===== src/design/sarsa_aqm_agent_macros.svh =====
// assertion macros for the queue-management agent
`ifndef SARSA_AQM_AGENT_MACROS_SVH
`define SARSA_AQM_AGENT_MACROS_SVH

`ifndef SYNTHESIS
`define SARSA_ASSERT_NOW(lbl, ante, cons, msg) \
  lbl: assert property (@(posedge clk) disable iff (!rst_n) (ante) |-> (cons)) \
    else $error(msg);
`define SARSA_ASSERT_NEXT(lbl, ante, cons, msg) \
  lbl: assert property (@(posedge clk) disable iff (!rst_n) (ante) |=> (cons)) \
    else $error(msg);
`else
`define SARSA_ASSERT_NOW(lbl, ante, cons, msg)
`define SARSA_ASSERT_NEXT(lbl, ante, cons, msg)
`endif

`endif


===== src/design/sarsa_pkg.sv =====
// shared types, codes and constants of the queue-management agent
`timescale 1ns / 1ps

package sarsa_pkg;

  localparam int BW_BUCKETS_DEF    = 16;
  localparam int QUEUE_BUCKETS_DEF = 32;
  localparam int DROP_BUCKETS_DEF  = 8;

  localparam int NUM_ACTIONS  = 3;
  localparam int BW_QUANTUM   = 100;
  localparam int DIV100_MUL   = 5243;
  localparam int DIV100_SHIFT = 19;
  localparam int DECAY_STEP   = 1000;

  localparam int MUL_A_W = 36;
  localparam int MUL_B_W = 24;
  localparam int PROD_W  = MUL_A_W + MUL_B_W;

  localparam logic       KIND_UPDATE = 1'b0;
  localparam logic       KIND_CHOOSE = 1'b1;

  localparam logic [1:0] ACT_PASS = 2'd0;
  localparam logic [1:0] ACT_ECN  = 2'd1;
  localparam logic [1:0] ACT_DROP = 2'd2;

  localparam int         CFG_IDX_W       = 3;
  localparam logic [2:0] CFG_LEARN_RATE  = 3'd0;
  localparam logic [2:0] CFG_DISCOUNT    = 3'd1;
  localparam logic [2:0] CFG_EXPLORE_DIV = 3'd2;
  localparam logic [2:0] CFG_OBSERVE     = 3'd3;
  localparam logic [2:0] CFG_FROZEN      = 3'd4;
  localparam logic [2:0] CFG_DECAY       = 3'd5;

  localparam logic [15:0] LEARN_RATE_RST = 16'd6554;
  localparam logic [15:0] DISCOUNT_RST   = 16'd58982;

  typedef struct packed {
    logic               kind;
    logic [31:0]        bandwidth;
    logic [15:0]        queue_length;
    logic [15:0]        drop_count;
    logic [1:0]         next_act;
    logic signed [31:0] reward;
    logic [30:0]        random_value;
    logic [31:0]        now;
  } in_item_t;

  typedef struct packed {
    logic [1:0] action;
    logic       explored;
  } out_item_t;

  typedef enum logic [3:0] {
    S_CLEAR,
    S_IDLE,
    S_ADDR,
    S_RDN,
    S_MUL1,
    S_INNER,
    S_MUL2,
    S_WB,
    S_CRD0,
    S_CRD1,
    S_CRD2,
    S_CFIN,
    S_OUT
  } state_t;

endpackage


===== src/design/sarsa_mul.sv =====
// shared signed multiplier with registered product
`timescale 1ns / 1ps

module sarsa_mul (
  input  logic                                clk,
  input  logic signed [sarsa_pkg::MUL_A_W-1:0] mul_a,
  input  logic signed [sarsa_pkg::MUL_B_W-1:0] mul_b,
  output logic signed [sarsa_pkg::PROD_W-1:0]  prod
);

  logic signed [sarsa_pkg::PROD_W-1:0] prod_r;

  always_ff @(posedge clk) begin
    prod_r <= sarsa_pkg::PROD_W'(mul_a) * sarsa_pkg::PROD_W'(mul_b);
  end

  assign prod = prod_r;

endmodule


===== config.mk =====
export PLATFORM = sky130hd
export DESIGN_NAME = sarsa_mul
export DESIGN_NICKNAME = d
export VERILOG_FILES = /design/src/design/sarsa_aqm_agent_macros.svh /design/src/design/sarsa_pkg.sv /design/src/design/sarsa_mul.sv
export SDC_FILE = /design/constraint.sdc
export NUM_CORES = 2
export LEC_CHECK = 0
export BUFFER_PORTS_ARGS = -buffer_cell sky130_fd_sc_hd__buf_2
export CAP_MARGIN = 20
export CORE_UTILIZATION = 50
export DETAILED_ROUTE_END_ITERATION = 10
export HOLD_SLACK_MARGIN = 0.05
export PLACE_DENSITY = 0.65
export SETUP_SLACK_MARGIN = 0.4
export SYNTH_ARGS = -nofsm -noshare
export SYNTH_HDL_FRONTEND = slang
export SYNTH_SLANG_ARGS = --single-unit
export TNS_END_PERCENT = 100

===== constraint.sdc =====
create_clock -name clk -period 8.1 [get_ports clk]
set_input_delay 0.405 -clock clk [delete_from_list [all_inputs] [get_ports clk]]
set_output_delay 0.405 -clock clk [all_outputs]
set_load 0.02 [all_outputs]

; ---- Word-level counts from Yosys, hierarchy flattened
; Cells that the tools add are included.
[totals]
in_bits = 61
ff_bits = 60
wordCells = 2
[classes]
multipliers = 1
[op_table]
columns = operator, count
row1 = 36-bit by 24-bit multiplier with 60-bit output, 1

; ---- Depth between registers and ports, before layout
[depth]
ltp_word = 1
mapped_depth = 28

; ---- Worst setup path after synthesis
; No wires, ideal clock.
[synth_timing]
path_type = in2reg
start = in mul_a[35] (netlist bit)
end = reg prod_r, in the netlist prod[57]
path_stages = 23
arrival_time_ns = 7.065
path_slack_ns = 0.963
cell_sequence = clkbuf_1 nand2_1 inv_1 fa_1 fa_1 inv_1 fa_1 inv_1 fa_1 fa_1 fa_1 fa_1 ha_1 clkbuf_1 nand2_1 o211ai_1 o32ai_1 or3_1 o311ai_1 a311oi_2 o31ai_1 a21oi_1 xnor2_1
[synth_via]
elab_chain_len = 1
[synth_lines]
columns = element, line_no
row1 = "start, declared", sarsa_mul.sv:6  ; input logic signed [sarsa_pkg::MUL_A_W-1:0] mul_a,
row2 = 36-bit by 24-bit multiplier with 60-bit output, sarsa_mul.sv:14  ; prod_r <= sarsa_pkg::PROD_W'(mul_a) * sarsa_pkg::PROD_W'(mul_b);
row3 = "end signal, assigned", sarsa_mul.sv:14
row4 = "end, declared", sarsa_mul.sv:11  ; logic signed [sarsa_pkg::PROD_W-1:0] prod_r;
; No other way between the ends.

; ---- Final worst setup path
[layout_timing]
start = in mul_b[12] (netlist bit)
end = reg prod_r, in the netlist prod[59]
[layout_via]
elab_chain_len = 1
[layout_lines]
columns = element, line_no
row1 = "start, declared", sarsa_mul.sv:7  ; input logic signed [sarsa_pkg::MUL_B_W-1:0] mul_b,
row2 = 36-bit by 24-bit multiplier with 60-bit output, sarsa_mul.sv:14
; No other way between the ends.

==> flow_summary.toml <==
[sta]
setup_viol = 0
max_slew.worst_pin.slew_ns = 0.8628
hold_viol = 0
final_max_slew_viol_count = 0
finalCritPeriodShare = 0.8965
finalSetupTns_ns = 0
max_freq_mhz = 137.7
relSlewSlack = 0.4248
rsz0062_at_grt = "false"
min_period_ns = 7.261

[route]
vias = 22162
avgRoutedWirePerCell_um = 18.78
antenna_left = 0
via_per_inst = 5.178
route.detailed.drc = 0
first_pass_iters = 5
drt_iter0_markers = 1208
wl_mm = 80.36

[global_routing]
track_usage = 0.2726
grt_first_pass_wirelength_mm = 133.2
antenna_found_initial = 8
grt_start_max_net_pins = 37
grt_pass1_vias = 24133
grt_remaining_overflow = 0

[floorplan]
design.core.area_um2 = 61940
die_y_um = 252.9
start_util = 0.5083
die_w_um = 252.9
io_pins = 121
dieArea_um2 = 63970
row_count = 91

[hold_path]
hold_depth = 3
worstHoldPathType = "input port to flop"

[clock_network]
root_buffer = "clkbuf_16"
cts_sinks = 60
postCtsHoldBufs = 0
tritoncts = "built"
path_clk_slew_ns = 0.06
numCtsBuffers = 9
cts_max_path_buffers = 2
h-tree-depth = 3

[yosys]
synthDistinctLibCells = 66
synth_top_cell_area_share = 0.5539
synth_area_um2 = 31480
synth_warnings = 0
synth_edf_count = 0
syn_avg_cell_area_um2 = 9.227
synthArstFlopShare = 0
netlist_top_cells_count = "inv_1, fa_1, nand2_1, and2_1, clkbuf_1"
synthCells = 3412
synth_top_cell_by_area = "fa_1"
ys_ff_latch = 60
synth-main-ff-cell = "dfxtp_1"
synth_nets = 4502
ys_seq_area_frac = 0.03815
yosysMostFrequentCell = "inv_1"
ys_top_cells_by_area = "fa_1, inv_1, and2_1"

[run_status]
status = "completed"

[job]
max_cap_viol_count = 0

[worst_setup_path]
crit_path_start_kind = "input port"
cp_max_fo = 36
crit_arrival_ns = 7.53
critPathRequiredTime_ns = 8.37
worst_setup_path_end_kind = "flop"
path_class = "input port to flop"
crit_start = "mul_b[12]"
crit_path_end = "prod[59]"

[place]
routabilityCongestion = 0.8680
port_buffers = 120
dp_hpwl_mm = 66.29

[cells_and_area]
final_nets = 4525
largest_register_ff_count = 60
synthToLayoutAreaGrowth_pct = 5.961
layout-drive-gt1-share = 0.06512
final cells by class:
cell class	count	area (um2)
well taps	837	1047
diodes	3	7.507
clock inverters	7	98.84
repair buffers	188	1176
inverters	879	3299
flip-flops and latches	60	1201
clock buffers	9	225.2
fillers	5764	28580
multi-input cells	2297	26300
cells in the final DEF (no fill, tap or decap), types with 5 or more instances in the layout:
cell       count
inv_1        879
fa_1         871
nand2_1      455
and2_1       420
ha_1         158
buf_2        114
nor2_1        67
a21oi_1       64
buf_4         64
dfxtp_1       60
xnor2_1       46
o21ai_0       34
a21o_1        27
xor2_1        18
o21a_1        14
nand4_1       12
nand3_1       11
clkbuf_16      9
nand2b_1       7
o211ai_1       7
clkbuf_4       6
and4_1         5
and3_1         5
nor3_1         5
worst max-delay path, stage by stage:
cell and delay (ns):
buf_2 0.64, nand2_1 0.19, fa_1 0.61, fa_1 0.47, fa_1 0.48, fa_1 0.51, inv_1 0.06, fa_1 0.44
fa_1 0.52, inv_1 0.05, fa_1 0.47, inv_1 0.04, ha_1 0.40, nand4_1 0.15, or2_2 0.34, or3_1 0.33
a311oi_1 0.37, or3_4 0.30, a311oi_2 0.18, o31ai_1 0.28, a21oi_1 0.12, xnor2_1 0.12
per-stage QoR:
| step | hold WS, ns | cells | cell area, um2 | util | setup WS (ns) |
|---|---|---|---|---|---|
| detailed placement | 0.8197 | 4261 | 33000 | 0.5328 | 0.1548 |
| CTS | 0.7029 | 4277 | 33320 | 0.5380 | 0.5410 |
| global placement | 0.8211 | 4261 | 33000 | 0.5328 | 0.3566 |
| finish | 0.7259 | 4280 | 33360 | 0.5386 | 0.8386 |
| floorplan | 0.5323 | 3412 | 31480 | - | 0.9633 |
| global route | 0.7286 | 4277 | 33350 | 0.5384 | 0.4999 |
logic make-up after synthesis:
logic type               share of synthesized area
adder cells (fa/ha/maj)                     0.6167
buffers and inverters                       0.1267
flip-flops                                 0.03815
multiplexers                              0.001272
XOR/XNOR                                   0.01781
AND/OR/NAND/NOR                             0.1597
AO/OA/AOI/OAI                              0.03966
repair_timing:
action / CTS / global route
gates resized for setup: 0 / 8
buffers inserted: 0 / 0
endpoints found under the setup margin: 0 / 4
hold endpoints to repair: 0 / 0
layer usage:
layer	part of all wire	track usage	routed length, um
met1	0.41	0.3580	32860
met2	0.51	0.4750	41300
met3	0.052	0.03392	4188
met4	0.024	0.07377	1947
met5	0.00086	0	69
worst min path at each step:
stage | slack (ns) | end | start
2_1_floorplan | 0.53 | prod[0] | mul_a[0]
3_3_place_gp | 0.82 | prod[21] | prod[21]
3_5_place_dp | 0.82 | prod[21] | prod[21]
4_1_cts | 0.70 | prod[0] | mul_a[0]
5_1_grt | 0.73 | prod[0] | mul_a[0]
6_report | 0.73 | prod[0] | mul_a[0]
Power is left out: the tool's default activity adds up to more than one toggle a clock period on the data nets, which glitch-free logic cannot reach.
